**src/rtl/rws_pkg.sv**
```systemverilog
package rws_pkg;

   // ring depth; the mean and variance use a shift, so keep it a power of two
   localparam int WINDOW_DEPTH = 32;
   localparam int WINDOW_BITS  = $clog2(WINDOW_DEPTH);

   localparam int STAMP_WIDTH   = 32;
   localparam int DIVISOR_WIDTH = 16;
   localparam int ROOT_WIDTH    = 16;
   localparam int STEP_BITS     = $clog2(STAMP_WIDTH);

   localparam logic [DIVISOR_WIDTH-1:0] TICKS_RESET = DIVISOR_WIDTH'(84);

   typedef enum logic [5:0] {
      ST_IDLE   = 6'b000001,
      ST_DIVIDE = 6'b000010,
      ST_SUM    = 6'b000100,
      ST_SPREAD = 6'b001000,
      ST_ROOT   = 6'b010000,
      ST_FINISH = 6'b100000
   } state_type;

endpackage

```
**src/rtl/rws_ram.sv**
```systemverilog
module rws_ram #(
   parameter int WIDTH = 32,
   parameter int DEPTH = 32
) (
   input  logic                     clock,
   input  logic                     write_enable,
   input  logic [$clog2(DEPTH)-1:0] write_address,
   input  logic [WIDTH-1:0]         write_data,
   input  logic [$clog2(DEPTH)-1:0] read_address,
   output logic [WIDTH-1:0]         read_data
);

   logic [WIDTH-1:0] store_ff [DEPTH];
   logic [WIDTH-1:0] read_data_ff;

   always_ff @(posedge clock) begin
      if (write_enable) begin
         store_ff[write_address] <= write_data;
      end
      read_data_ff <= store_ff[read_address];
   end

   assign read_data = read_data_ff;

endmodule

```
**src/rtl/rws_divider.sv**
```systemverilog
module rws_divider (
   input  logic                               clock,
   input  logic                               reset,
   input  logic                               start,
   input  logic [rws_pkg::STAMP_WIDTH-1:0]    dividend,
   input  logic [rws_pkg::DIVISOR_WIDTH-1:0]  divisor,
   output logic                               done,
   output logic [rws_pkg::STAMP_WIDTH-1:0]    quotient
);
   import rws_pkg::*;

   logic                      busy_ff, busy_in;
   logic                      done_ff, done_in;
   logic [STEP_BITS-1:0]      count_ff, count_in;
   logic [STAMP_WIDTH-1:0]    quot_ff, quot_in;
   logic [DIVISOR_WIDTH-1:0]  rem_ff, rem_in;
   logic [DIVISOR_WIDTH-1:0]  divisor_ff, divisor_in;
   logic [DIVISOR_WIDTH:0]    shifted;
   logic [DIVISOR_WIDTH:0]    reduced;
   logic                      fits;

   // restoring division, one quotient bit a cycle; a zero divisor gives all ones
   assign shifted = {rem_ff, quot_ff[STAMP_WIDTH-1]};
   assign fits    = shifted >= {1'b0, divisor_ff};
   assign reduced = shifted - {1'b0, divisor_ff};

   always_comb begin
      busy_in    = busy_ff;
      done_in    = 1'b0;
      count_in   = count_ff;
      quot_in    = quot_ff;
      rem_in     = rem_ff;
      divisor_in = divisor_ff;
      if (start) begin
         busy_in    = 1'b1;
         count_in   = '0;
         quot_in    = dividend;
         rem_in     = '0;
         divisor_in = divisor;
      end else if (busy_ff) begin
         quot_in  = {quot_ff[STAMP_WIDTH-2:0], fits};
         rem_in   = fits ? reduced[DIVISOR_WIDTH-1:0] : shifted[DIVISOR_WIDTH-1:0];
         count_in = count_ff + 1'b1;
         if (count_ff == STEP_BITS'(STAMP_WIDTH - 1)) begin
            busy_in = 1'b0;
            done_in = 1'b1;
         end
      end
   end

   always_ff @(posedge clock) begin
      if (reset) begin
         busy_ff <= 1'b0;
         done_ff <= 1'b0;
      end else begin
         busy_ff <= busy_in;
         done_ff <= done_in;
      end
      count_ff   <= count_in;
      quot_ff    <= quot_in;
      rem_ff     <= rem_in;
      divisor_ff <= divisor_in;
   end

   assign done     = done_ff;
   assign quotient = quot_ff;

endmodule

```
**src/rtl/rws_root.sv**
```systemverilog
module rws_root (
   input  logic                             clock,
   input  logic                             reset,
   input  logic                             start,
   input  logic [rws_pkg::STAMP_WIDTH-1:0]  radicand,
   output logic                             done,
   output logic [rws_pkg::ROOT_WIDTH-1:0]   root
);
   import rws_pkg::*;

   logic                     busy_ff, busy_in;
   logic                     done_ff, done_in;
   logic [ROOT_WIDTH-1:0]    bit_ff, bit_in;
   logic [ROOT_WIDTH-1:0]    root_ff, root_in;
   logic [STAMP_WIDTH-1:0]   value_ff, value_in;
   logic [ROOT_WIDTH-1:0]    trial;
   logic [2*ROOT_WIDTH-1:0]  square;

   // one result bit a cycle, most significant first
   assign trial  = root_ff | bit_ff;
   assign square = trial * trial;

   always_comb begin
      busy_in  = busy_ff;
      done_in  = 1'b0;
      bit_in   = bit_ff;
      root_in  = root_ff;
      value_in = value_ff;
      if (start) begin
         busy_in  = 1'b1;
         bit_in   = {1'b1, {(ROOT_WIDTH-1){1'b0}}};
         root_in  = '0;
         value_in = radicand;
      end else if (busy_ff) begin
         if (STAMP_WIDTH'(square) <= value_ff) begin
            root_in = trial;
         end
         bit_in = bit_ff >> 1;
         if (bit_ff[0]) begin
            busy_in = 1'b0;
            done_in = 1'b1;
         end
      end
   end

   always_ff @(posedge clock) begin
      if (reset) begin
         busy_ff <= 1'b0;
         done_ff <= 1'b0;
      end else begin
         busy_ff <= busy_in;
         done_ff <= done_in;
      end
      bit_ff   <= bit_in;
      root_ff  <= root_in;
      value_ff <= value_in;
   end

   assign done = done_ff;
   assign root = root_ff;

endmodule

```
**src/rtl/rtt_window_statistics.sv**
```systemverilog
// Round-trip-time statistics over a ring of recent samples.
// Request channel (req_valid / req_stall): one beat per echo or loss event;
// req_type 0 carries the send and receive timer stamps, 1 marks a lost echo.
// Response channel (rsp_valid / rsp_stall): one beat per request, carrying the
// latest, minimum, maximum, window mean and deviation, and both counters.
// csr_write / csr_data load ticks_per_microsecond (reset 84); write it only
// while the block is idle.
// Steps: an echo passes through the divider, a walk of the ring RAM for the
// sum, a second walk for the squared deviations (RAM read, multiply,
// accumulate), the bit-serial root and the load of the response register.
// A loss goes straight to the load of the response register.
// The block holds req_stall high while an item is in progress, so a new
// request is taken only after the previous one has loaded its response;
// the ring depth sets the walk lengths.
// A stalled response holds in its register; the next request is still taken,
// and its result waits in the last step until the response register frees.
// Reset is synchronous: counters and statistics go to zero, the ring reads as
// zero through per-slot valid flags, and no clearing pass is needed.
module rtt_window_statistics (
   input  logic                               clock,
   input  logic                               reset,
   input  logic                               req_valid,
   output logic                               req_stall,
   input  logic                               req_type,
   input  logic [rws_pkg::STAMP_WIDTH-1:0]    req_send_stamp,
   input  logic [rws_pkg::STAMP_WIDTH-1:0]    req_receive_stamp,
   output logic                               rsp_valid,
   input  logic                               rsp_stall,
   output logic [rws_pkg::STAMP_WIDTH-1:0]    rsp_current_rtt,
   output logic [rws_pkg::STAMP_WIDTH-1:0]    rsp_min_rtt,
   output logic [rws_pkg::STAMP_WIDTH-1:0]    rsp_max_rtt,
   output logic [rws_pkg::STAMP_WIDTH-1:0]    rsp_mean_rtt,
   output logic [rws_pkg::ROOT_WIDTH-1:0]     rsp_stddev_rtt,
   output logic [rws_pkg::STAMP_WIDTH-1:0]    rsp_echo_count,
   output logic [rws_pkg::STAMP_WIDTH-1:0]    rsp_loss_count,
   input  logic                               csr_write,
   input  logic [rws_pkg::DIVISOR_WIDTH-1:0]  csr_data
);
   import rws_pkg::*;

   state_type                 state_ff, state_in;
   logic [DIVISOR_WIDTH-1:0]  ticks_ff, ticks_in;
   logic [STAMP_WIDTH-1:0]    echoes_ff, echoes_in;
   logic [STAMP_WIDTH-1:0]    losses_ff, losses_in;
   logic [STAMP_WIDTH-1:0]    lowest_ff, lowest_in;
   logic [STAMP_WIDTH-1:0]    highest_ff, highest_in;
   logic [STAMP_WIDTH-1:0]    latest_ff, latest_in;
   logic [STAMP_WIDTH-1:0]    mean_ff, mean_in;
   logic [ROOT_WIDTH-1:0]     dev_ff, dev_in;
   logic [WINDOW_BITS-1:0]    slot_ff, slot_in;
   logic [WINDOW_DEPTH-1:0]   filled_ff, filled_in;
   logic [WINDOW_BITS-1:0]    addr_ff, addr_in;
   logic                      issuing_ff, issuing_in;
   logic                      data_live_ff, data_live_in;
   logic                      prod_live_ff, prod_live_in;
   logic                      entry_filled_ff;
   logic [STAMP_WIDTH-1:0]    acc_ff, acc_in;
   logic [STAMP_WIDTH-1:0]    product_ff, product_in;

   logic                      rsp_valid_ff, rsp_valid_in;
   logic [STAMP_WIDTH-1:0]    rsp_current_ff, rsp_min_ff, rsp_max_ff, rsp_mean_ff;
   logic [STAMP_WIDTH-1:0]    rsp_echo_ff, rsp_loss_ff;
   logic [ROOT_WIDTH-1:0]     rsp_dev_ff;
   logic                      rsp_load;

   logic                      req_beat;
   logic                      div_start, div_done;
   logic [STAMP_WIDTH-1:0]    div_quotient;
   logic                      root_start, root_done;
   logic [ROOT_WIDTH-1:0]     root_result;
   logic                      ram_write;
   logic [STAMP_WIDTH-1:0]    ram_data;
   logic [STAMP_WIDTH-1:0]    sample;
   logic [STAMP_WIDTH-1:0]    diff;
   logic                      walk_idle;

   assign req_stall = (state_ff != ST_IDLE);
   assign req_beat  = req_valid && !req_stall;
   assign div_start = req_beat && !req_type;

   rws_divider u_divider (
      .clock    (clock),
      .reset    (reset),
      .start    (div_start),
      .dividend (req_receive_stamp - req_send_stamp),
      .divisor  (ticks_ff),
      .done     (div_done),
      .quotient (div_quotient)
   );

   rws_ram #(
      .WIDTH (STAMP_WIDTH),
      .DEPTH (WINDOW_DEPTH)
   ) u_ring (
      .clock         (clock),
      .write_enable  (ram_write),
      .write_address (slot_ff),
      .write_data    (div_quotient),
      .read_address  (addr_ff),
      .read_data     (ram_data)
   );

   rws_root u_root (
      .clock    (clock),
      .reset    (reset),
      .start    (root_start),
      .radicand (acc_ff >> WINDOW_BITS),
      .done     (root_done),
      .root     (root_result)
   );

   // slots never written since reset read as zero
   assign sample     = entry_filled_ff ? ram_data : '0;
   assign diff       = sample - mean_ff;
   assign walk_idle  = !issuing_ff && !data_live_ff && !prod_live_ff;
   assign ram_write  = (state_ff == ST_DIVIDE) && div_done;
   assign rsp_load   = (state_ff == ST_FINISH) && (!rsp_valid_ff || !rsp_stall);
   assign root_start = (state_ff == ST_SPREAD) && walk_idle;

   always_comb begin
      state_in     = state_ff;
      ticks_in     = csr_write ? csr_data : ticks_ff;
      echoes_in    = echoes_ff;
      losses_in    = losses_ff;
      lowest_in    = lowest_ff;
      highest_in   = highest_ff;
      latest_in    = latest_ff;
      mean_in      = mean_ff;
      dev_in       = dev_ff;
      slot_in      = slot_ff;
      filled_in    = filled_ff;
      addr_in      = addr_ff;
      issuing_in   = issuing_ff;
      data_live_in = issuing_ff;
      prod_live_in = 1'b0;
      acc_in       = acc_ff;
      product_in   = diff * diff;

      if (issuing_ff) begin
         addr_in = addr_ff + 1'b1;
         if (addr_ff == WINDOW_BITS'(WINDOW_DEPTH - 1)) begin
            issuing_in = 1'b0;
         end
      end

      case (state_ff)
         ST_IDLE: begin
            if (req_beat) begin
               if (req_type) begin
                  losses_in = losses_ff + 1'b1;
                  state_in  = ST_FINISH;
               end else begin
                  state_in = ST_DIVIDE;
               end
            end
         end
         ST_DIVIDE: begin
            if (div_done) begin
               latest_in = div_quotient;
               echoes_in = echoes_ff + 1'b1;
               // first echo, or the count wrapping back to one, reseeds min and max
               if (echoes_in == STAMP_WIDTH'(1)) begin
                  lowest_in  = div_quotient;
                  highest_in = div_quotient;
               end else begin
                  if (div_quotient < lowest_ff) lowest_in = div_quotient;
                  if (div_quotient > highest_ff) highest_in = div_quotient;
               end
               filled_in[slot_ff] = 1'b1;
               slot_in = (slot_ff == WINDOW_BITS'(WINDOW_DEPTH - 1)) ? '0 : slot_ff + 1'b1;
               addr_in    = '0;
               issuing_in = 1'b1;
               acc_in     = '0;
               state_in   = ST_SUM;
            end
         end
         ST_SUM: begin
            if (data_live_ff) begin
               acc_in = acc_ff + sample;
            end
            if (!issuing_ff && !data_live_ff) begin
               mean_in    = acc_ff >> WINDOW_BITS;
               addr_in    = '0;
               issuing_in = 1'b1;
               acc_in     = '0;
               state_in   = ST_SPREAD;
            end
         end
         ST_SPREAD: begin
            prod_live_in = data_live_ff;
            if (prod_live_ff) begin
               acc_in = acc_ff + product_ff;
            end
            if (walk_idle) begin
               state_in = ST_ROOT;
            end
         end
         ST_ROOT: begin
            if (root_done) begin
               dev_in   = root_result;
               state_in = ST_FINISH;
            end
         end
         ST_FINISH: begin
            if (rsp_load) begin
               state_in = ST_IDLE;
            end
         end
         default: begin
            state_in = ST_IDLE;
         end
      endcase

      if (rsp_load) begin
         rsp_valid_in = 1'b1;
      end else if (!rsp_stall) begin
         rsp_valid_in = 1'b0;
      end else begin
         rsp_valid_in = rsp_valid_ff;
      end
   end

   always_ff @(posedge clock) begin
      if (reset) begin
         state_ff     <= ST_IDLE;
         ticks_ff     <= TICKS_RESET;
         echoes_ff    <= '0;
         losses_ff    <= '0;
         lowest_ff    <= '0;
         highest_ff   <= '0;
         latest_ff    <= '0;
         mean_ff      <= '0;
         dev_ff       <= '0;
         slot_ff      <= '0;
         filled_ff    <= '0;
         issuing_ff   <= 1'b0;
         data_live_ff <= 1'b0;
         prod_live_ff <= 1'b0;
         rsp_valid_ff <= 1'b0;
      end else begin
         state_ff     <= state_in;
         ticks_ff     <= ticks_in;
         echoes_ff    <= echoes_in;
         losses_ff    <= losses_in;
         lowest_ff    <= lowest_in;
         highest_ff   <= highest_in;
         latest_ff    <= latest_in;
         mean_ff      <= mean_in;
         dev_ff       <= dev_in;
         slot_ff      <= slot_in;
         filled_ff    <= filled_in;
         issuing_ff   <= issuing_in;
         data_live_ff <= data_live_in;
         prod_live_ff <= prod_live_in;
         rsp_valid_ff <= rsp_valid_in;
      end
      addr_ff         <= addr_in;
      acc_ff          <= acc_in;
      product_ff      <= product_in;
      entry_filled_ff <= filled_ff[addr_ff];
      if (rsp_load) begin
         rsp_current_ff <= latest_ff;
         rsp_min_ff     <= lowest_ff;
         rsp_max_ff     <= highest_ff;
         rsp_mean_ff    <= mean_ff;
         rsp_dev_ff     <= dev_ff;
         rsp_echo_ff    <= echoes_ff;
         rsp_loss_ff    <= losses_ff;
      end
   end

   assign rsp_valid       = rsp_valid_ff;
   assign rsp_current_rtt = rsp_current_ff;
   assign rsp_min_rtt     = rsp_min_ff;
   assign rsp_max_rtt     = rsp_max_ff;
   assign rsp_mean_rtt    = rsp_mean_ff;
   assign rsp_stddev_rtt  = rsp_dev_ff;
   assign rsp_echo_count  = rsp_echo_ff;
   assign rsp_loss_count  = rsp_loss_ff;

   a_busy_after_beat: assert property (@(posedge clock) disable iff (reset)
      req_beat |=> req_stall)
      else $error("request taken but block did not go busy");

   a_div_done_in_divide: assert property (@(posedge clock) disable iff (reset)
      div_done |-> (state_ff == ST_DIVIDE))
      else $error("divider finished outside the divide step");

   a_root_done_in_root: assert property (@(posedge clock) disable iff (reset)
      root_done |-> (state_ff == ST_ROOT))
      else $error("root unit finished outside the root step");

   a_walk_quiet_at_finish: assert property (@(posedge clock) disable iff (reset)
      (state_ff == ST_FINISH) |-> (walk_idle && !issuing_ff))
      else $error("ring walk still running at finish");

   a_min_not_above_max: assert property (@(posedge clock) disable iff (reset)
      (echoes_ff != '0) |-> (lowest_ff <= highest_ff))
      else $error("minimum above maximum");

endmodule
```
**config.mk**
```make
export PLATFORM = sky130hd
export DESIGN_NAME = rtt_window_statistics
export DESIGN_NICKNAME = d
export VERILOG_FILES = /design/src/rtl/rws_pkg.sv /design/src/rtl/rws_ram.sv /design/src/rtl/rws_divider.sv /design/src/rtl/rws_root.sv /design/src/rtl/rtt_window_statistics.sv
export SDC_FILE = /design/constraint.sdc
export NUM_CORES = 2
export LEC_CHECK = 0
export BUFFER_PORTS_ARGS = -buffer_cell sky130_fd_sc_hd__buf_2
export CORE_ASPECT_RATIO = 0.5
export CORE_MARGIN = 4
export CORE_UTILIZATION = 40
export CTS_CLUSTER_SIZE = 8
export DETAILED_ROUTE_END_ITERATION = 8
export GPL_ROUTABILITY_DRIVEN = 0
export GPL_TIMING_DRIVEN = 0
export HOLD_SLACK_MARGIN = 0.08
export PLACE_DENSITY_LB_ADDON = 0.15
export SKIP_LAST_GASP = 1
export SYNTH_ARGS = -nofsm -noshare
export SYNTH_HDL_FRONTEND = slang
export SYNTH_HIERARCHICAL = 1
export SYNTH_SLANG_ARGS = --single-unit
```
**constraint.sdc**
```tcl
create_clock -name clock -period 17.9 [get_ports clock]
set_clock_uncertainty 0.1 [all_clocks]
set_input_delay 2.685 -clock clock [delete_from_list [all_inputs] [get_ports clock]]
set_output_delay 2.685 -clock clock [all_outputs]
set_load 0.005 [all_outputs]
```
After elaboration in Yosys (flattened, before gate mapping)
Memory sizes are Yosys's and may differ from the RTL's. A register that Yosys moved wholly into a read port is not among the register bits.
Index checks and enable logic that the tools add are counted.
- equality and inequality tests: 20
- reductions and logical operators: 32
- bitwise gates (word level): 5
- $lt $le $gt $ge: 7
- multiply operators: 2
- muxes and demuxes: 47
- $add $sub $neg: 10
- operators with widths (kind ; number):
    $mux 32 ; 11
    $pmux 32 s3 ; 1
    $add 32x1->32 const B ; 2
    $add 32x32->32 ; 2
    $mux 6 ; 7
    $pmux 6 s6 ; 1
    $eq 32x1->1 const B ; 1
    $gt 32x32->1 ; 1
    $le 32x27->1 ; 1
    $lt 32x32->1 ; 1
    $mul 16x16->32 ; 1
    $mul 32x32->32 ; 1
    $or 32x32->32 ; 1
    $sub 32x27->32 ; 1
    $sub 32x32->32 ; 1
    $mux 5 ; 4
    $mux 1 ; 18
    $ge 17x16->1 ; 1
    $mux 16 ; 1
    $or 16x16->16 ; 1
    $sub 16x16->16 ; 1
    $add 5x1->5 const B ; 3
    $eq 5x5->1 const B ; 3
    $lt 5x6->1 const B ; 2
    27 further kinds ; 56
- bits in registers: 671
- logic and storage cells: 161
- memories kept: 1
- output and inout bits: 210
- input port bits: 86
- bits in writable memories: 1024
- memories (name ; depth ; width ; rd ports ; clocked after memory_dff ; write ports ; RTL line ; text):
    u_ring.store_ff ; 32 ; 32 ; 1 ; 1 ; 1 ; rws_ram.sv:13 ; logic [WIDTH-1:0] store_ff [DEPTH];

Logic depth before layout (Yosys ltp)
- depth in word-level cells: 5
- mapped depth: 44
- mapped depth without buffers: 39

Modules after synthesis
The synthesis kept the hierarchy.
- modules (own cells, without submodules) (module ; cells an instance ; sequential area each (um2) ; times used ; area an instance (um2)):
    rws_ram ; 2260 ; 31390.1 ; 1 ; 40487.6
    rtt_window_statistics ; 4172 ; 13122.6 ; 1 ; 40072.2
    rws_root ; 1103 ; 1641.6 ; 1 ; 10100.9
    rws_divider ; 307 ; 1901.8 ; 1 ; 3607.2

Worst setup path before layout
No wires, ideal clock.
- path kind: in2reg
- start: input rsp_stall
- end: register rsp_current_ff[0], in the netlist rsp_current_rtt[0] (enable)
- library setup time: 0.833 ns
- buffers on the path: 0
- arrival: 12.444 ns
- slack: 4.523 ns
- required time: 16.967 ns
- stages: 1
- cell sequence: a21oi_1
- cells in the longest elaborated chain, start to end: 3
- RTL lines (what ; RTL line ; text):
    from (decl) ; rtt_window_statistics.sv:28 ; input logic rsp_stall,
    $logic_not 1->1 ; n/a ;
    $logic_or 1x1->1 ; rtt_window_statistics.sv:117 ; assign rsp_load = (state_ff == ST_FINISH) && (!rsp_valid_ff || !rsp_stall);
    $logic_and 1x1->1 ; rtt_window_statistics.sv:117 ;
    to (signal assigned) ; rtt_window_statistics.sv:262 ; rsp_current_ff <= latest_ff;
    to (decl) ; rtt_window_statistics.sv:61 ; logic [STAMP_WIDTH-1:0] rsp_current_ff, rsp_min_ff, rsp_max_ff, rsp_mean_ff;
No other way between the ends.
A chain may end at the register's enable or synchronous reset.

Worst setup path in the final report
- start: register entry_filled_ff
- end: register product_ff[31]
- cells in the longest elaborated chain, start to end: 3
- RTL lines (what ; RTL line ; text):
    from (decl) ; rtt_window_statistics.sv:56 ; logic entry_filled_ff;
    from (signal assigned) ; rtt_window_statistics.sv:260 ; entry_filled_ff <= filled_ff[addr_ff];
    $mux 32 ; rtt_window_statistics.sv:113 ; assign sample = entry_filled_ff ? ram_data : '0;
    $sub 32x27->32 ; rtt_window_statistics.sv:114 ; assign diff = sample - mean_ff;
    $mul 32x32->32 ; rtt_window_statistics.sv:137 ; product_in = diff * diff;
    named net product_in[31] ; rtt_window_statistics.sv:58 ; logic [STAMP_WIDTH-1:0] product_ff, product_in;
    to (signal assigned) ; rtt_window_statistics.sv:259 ; product_ff <= product_in;
    to (decl) ; rtt_window_statistics.sv:58 ;
The timed path passes the listed nets, and every way through them passes these cells.

==> results.tsv <==
stage	metric	value	unit
worst_setup_path	r2r-end	product_ff[31]$_DFF_P_	
timing	worstMarginPinSlew	1.46	ns
die	die_area	0.244	mm²
power	p_per_area	90.4	mW/mm²
cts	cts-root-buf	clkbuf_16	
worst_setup_path	critPathMaxStageDelay	1.04	ns
routing	drtAntennaViolNets	0	
yosys	synth.mux.area_fraction	7.29	%
routing	wl	276	mm
worst_setup_path	r2r_slack	3.87	ns
yosys	synth_seq_cells	1731	
global_route	grt-ovfl-total	0	
yosys	synthSimpleGateAreaFrac	8.31	%
routing	drt_pass1_iterations	5	
yosys	netlist_area	0.0943	mm²
timing	setup_viol	0	
job	max_cap_violations	0	
worst_setup_path	crit_path_start	entry_filled_ff$_DFF_P_	
yosys	synthXorXnorAreaFrac	2.77	%
global_route	grt_start_max_net_pins	33	
timing	hold_violations	0	
yosys	synth_top_area_share	42.7	%
worst_setup_path	worst-setup-path-type	flop to flop	
cts	clkSlewWorstSetupHoldPaths	0.05	ns
routing	dr_wl_met2	125	mm
cts	clk_path_buf_depth	4	
cts	hold_buffers	0	
cts	clkSinkCount	1731	
cts	cts_setup_buffers	0	
yosys	synth-seq-area-share	51.0	%
routing	drt_iter0_drc	5042	
timing	setup_ws	3.87	ns
cells_and_area	largest_reg_flops	1024	
routing	routed_via_density	5.30	
worst_setup_path	crit_path_end	product_ff[31]$_DFF_P_	
timing	post-route-min-period	14.03	ns
worst_setup_path	arrival	14.60	ns
cells_and_area	area_growth	15.5	%
worst_setup_path	slowest_stage	o41ai_1	
global_route	grt_usage	22.4	%
worst_setup_path	cp.depth	43	
yosys	synth.avg_cell_area	12.0	µm²
routing	wl_met3	17.5	mm
routing	met1_length	127	mm
yosys	synth_top_family_by_area	adder cells	
timing	relSlewSlack	2.10	%
worst_setup_path	ff2ff_path_depth	43	
routing	vias	62200	
die	rows	125	
global_route	antenna_found_initial	17	
cells_and_area	largest-register	u_ring/store_ff	
power	vdd_drop_max	0.0000907	V
worst_setup_path	cpMostUsedCell	fa_1	
placed_design	io_buffers	289	
yosys	synth_largest_area_cell	edfxtp_1	
yosys	yosys_warnings	6	
cts	cts_resized	0	
timing	grt_setup_unrepaired	false	
global_route	grt_pass1_wl	407	mm
yosys	synth-async-reset-ratio	0	%
cells_and_area	nets	9573	
die	die_w	695	µm
worst_setup_path	endpoint_kind	flop	
worst_setup_path	worstSetupStartpointType	flop	
timing	fmax	0.0713	GHz
worst_setup_path	crit_path_max_fanout	10	
routing	drcViolationCount	0	
worst_setup_path	path_buf_inv	11	
yosys	synth.distinct_cells	99	
global_route	grt_pass1_vias	61900	
power	cellLeakagePower	44.6	nW
yosys	synth_compound_area_share	7.76	%
die	die_h	351	µm
timing	drv_slew	0	
yosys	synth_edf_count	1339	
die	core	0.233	mm²
power	power	9.85	mW
worst_setup_path	r2r-start	entry_filled_ff$_DFF_P_	
cts	htree_levels	4	
yosys	syn_inst	7842	
worst_setup_path	required	18.47	ns
die	boundaryPins	296	
routing	highest_layer	met5	
die	initial_core_util	40.4	%
worst_hold_path	min_path_type	flop to flop	
yosys	synth_fa_ha_area_share	17.5	%
cts	clk_latency	0.88	ns
cts	cts_tree	built	
yosys	synthFlopType	edfxtp_1	
worst_setup_path	path_delay_family	adder cells	
yosys	synth.area.top_cells	edfxtp_1 (43%), fa_1 (11%), dfxtp_1 (8.3%), mux2i_1 (6.6%), ha_1 (6.1%)	
routing	routedWlPerCell	23.6	µm
timing	period_share	78.4	%
cells_and_area	drive_gt1_share	10.4	%
placed_design	place_ws	3.37	ns
outcome	outcome	finished, final reports clean	
cts	numCtsBuffers	243	
placed_design	post-dp-hpwl	209	mm
==> worst reg2reg max path: cells and delay by family, from the launching register on <==
| kind | cells | cell delay [ns] |
|---|---|---|
| AOI/OAI and AO/OA | 14 | 4.18 |
| and+or+nand+nor | 4 | 1.30 |
| xor gates and xnor gates | 2 | 0.58 |
| DFF | 1 | 0.30 |
| buffers and inverters | 11 | 2.65 |
| adders and majority gates | 12 | 4.78 |
==> area by class of cell <==
cell class / instances / area [µm²]
multi-input combinational: 4866 / 41400
timing repair buffer: 399 / 3760
inverter: 949 / 3560
clock buffer: 357 / 6560
fill: 21300 / 124000
clock inverter: 8 / 83.8
sequential: 1731 / 48100
antenna: 2 / 5.00
buffer: 305 / 1530
tap: 3111 / 3890
==> cells by family after synthesis <==
group / after synthesis
compound gates: 1134
xor+xnor: 298
fa+ha+maj: 997
buf+inv: 1254
flops: 1731
mux: 669
other cells: 1
simple gates: 1758
==> synthesized netlist by cell type, drive strengths merged, types with 104 or more instances <==
cell type / number
fa: 536
dfxtp: 392
inv: 937
nand3: 168
a21o: 104
a21oi: 392
ha: 456
xor2: 117
nor2: 579
mux2i: 625
nand2: 621
o21ai: 128
buf: 117
clkbuf: 188
xnor2: 181
edfxtp: 1339
==> how the worst min path moves through the flow <==
stage                                         to                       start  cells past startpoint  slack, ns
floorplan           rsp_echo_count[10]$_DFFE_PP_  echoes_ff[10]$_SDFFE_PP0P_                      0       0.30
global placement    rsp_echo_count[10]$_DFFE_PP_  echoes_ff[10]$_SDFFE_PP0P_                      0       0.31
detailed placement  rsp_echo_count[10]$_DFFE_PP_  echoes_ff[10]$_SDFFE_PP0P_                      0       0.31
CTS                 rsp_echo_count[10]$_DFFE_PP_  echoes_ff[10]$_SDFFE_PP0P_                      0       0.32
global route        rsp_echo_count[10]$_DFFE_PP_  echoes_ff[10]$_SDFFE_PP0P_                      0       0.33
finish              rsp_echo_count[10]$_DFFE_PP_  echoes_ff[10]$_SDFFE_PP0P_                      0       0.32
==> layer usage <==
metal / up-vias / global-route usage (%)
met2: 1932 / 35.4
met4: 2 / 5.68
met5: - / 0
met1: 31200 / 32.4
met3: 411 / 3.37
li1: 28600 / -
==> per-stage QoR <==
step | hold slack [ns] | instance area, µm² | std cells | TNS (ns) | util [%]
5_1_grt | 0.327 | 109000 | 11700 | 0 | 46.7
3_5_place_dp | 0.313 | 102000 | 11400 | 0 | 43.8
3_3_place_gp | 0.311 | 99600 | 11300 | -360.87 | 42.7
4_1_cts | 0.325 | 109000 | 11700 | 0 | 46.7
6_report | 0.324 | 109000 | 11700 | 0 | 46.7
2_1_floorplan | 0.303 | 94300 | 7851 | 0 | -
==> cell usage in the layout (no fill, tap or decap), types with 168 or more instances in the layout <==
| cell | count |
|---|---|
| buf_2 | 329 |
| edfxtp_1 | 1339 |
| fa_1 | 536 |
| mux2i_1 | 625 |
| dfxtp_1 | 392 |
| clkbuf_16 | 244 |
| clkbuf_1 | 296 |
| nand2_1 | 621 |
| nor2_1 | 545 |
| inv_1 | 936 |
| ha_1 | 456 |
| a21oi_1 | 391 |
| nand3_1 | 168 |
| xnor2_1 | 180 |
==> report_power, final <==
| part | switching [mW] | internal, mW |
|---|---|---|
| Sequential | 0.0935 | 4.45 |
| Clock | 1.65 | 2.47 |
| Combinational | 0.715 | 0.472 |
(Power assumes the default switching activity.)
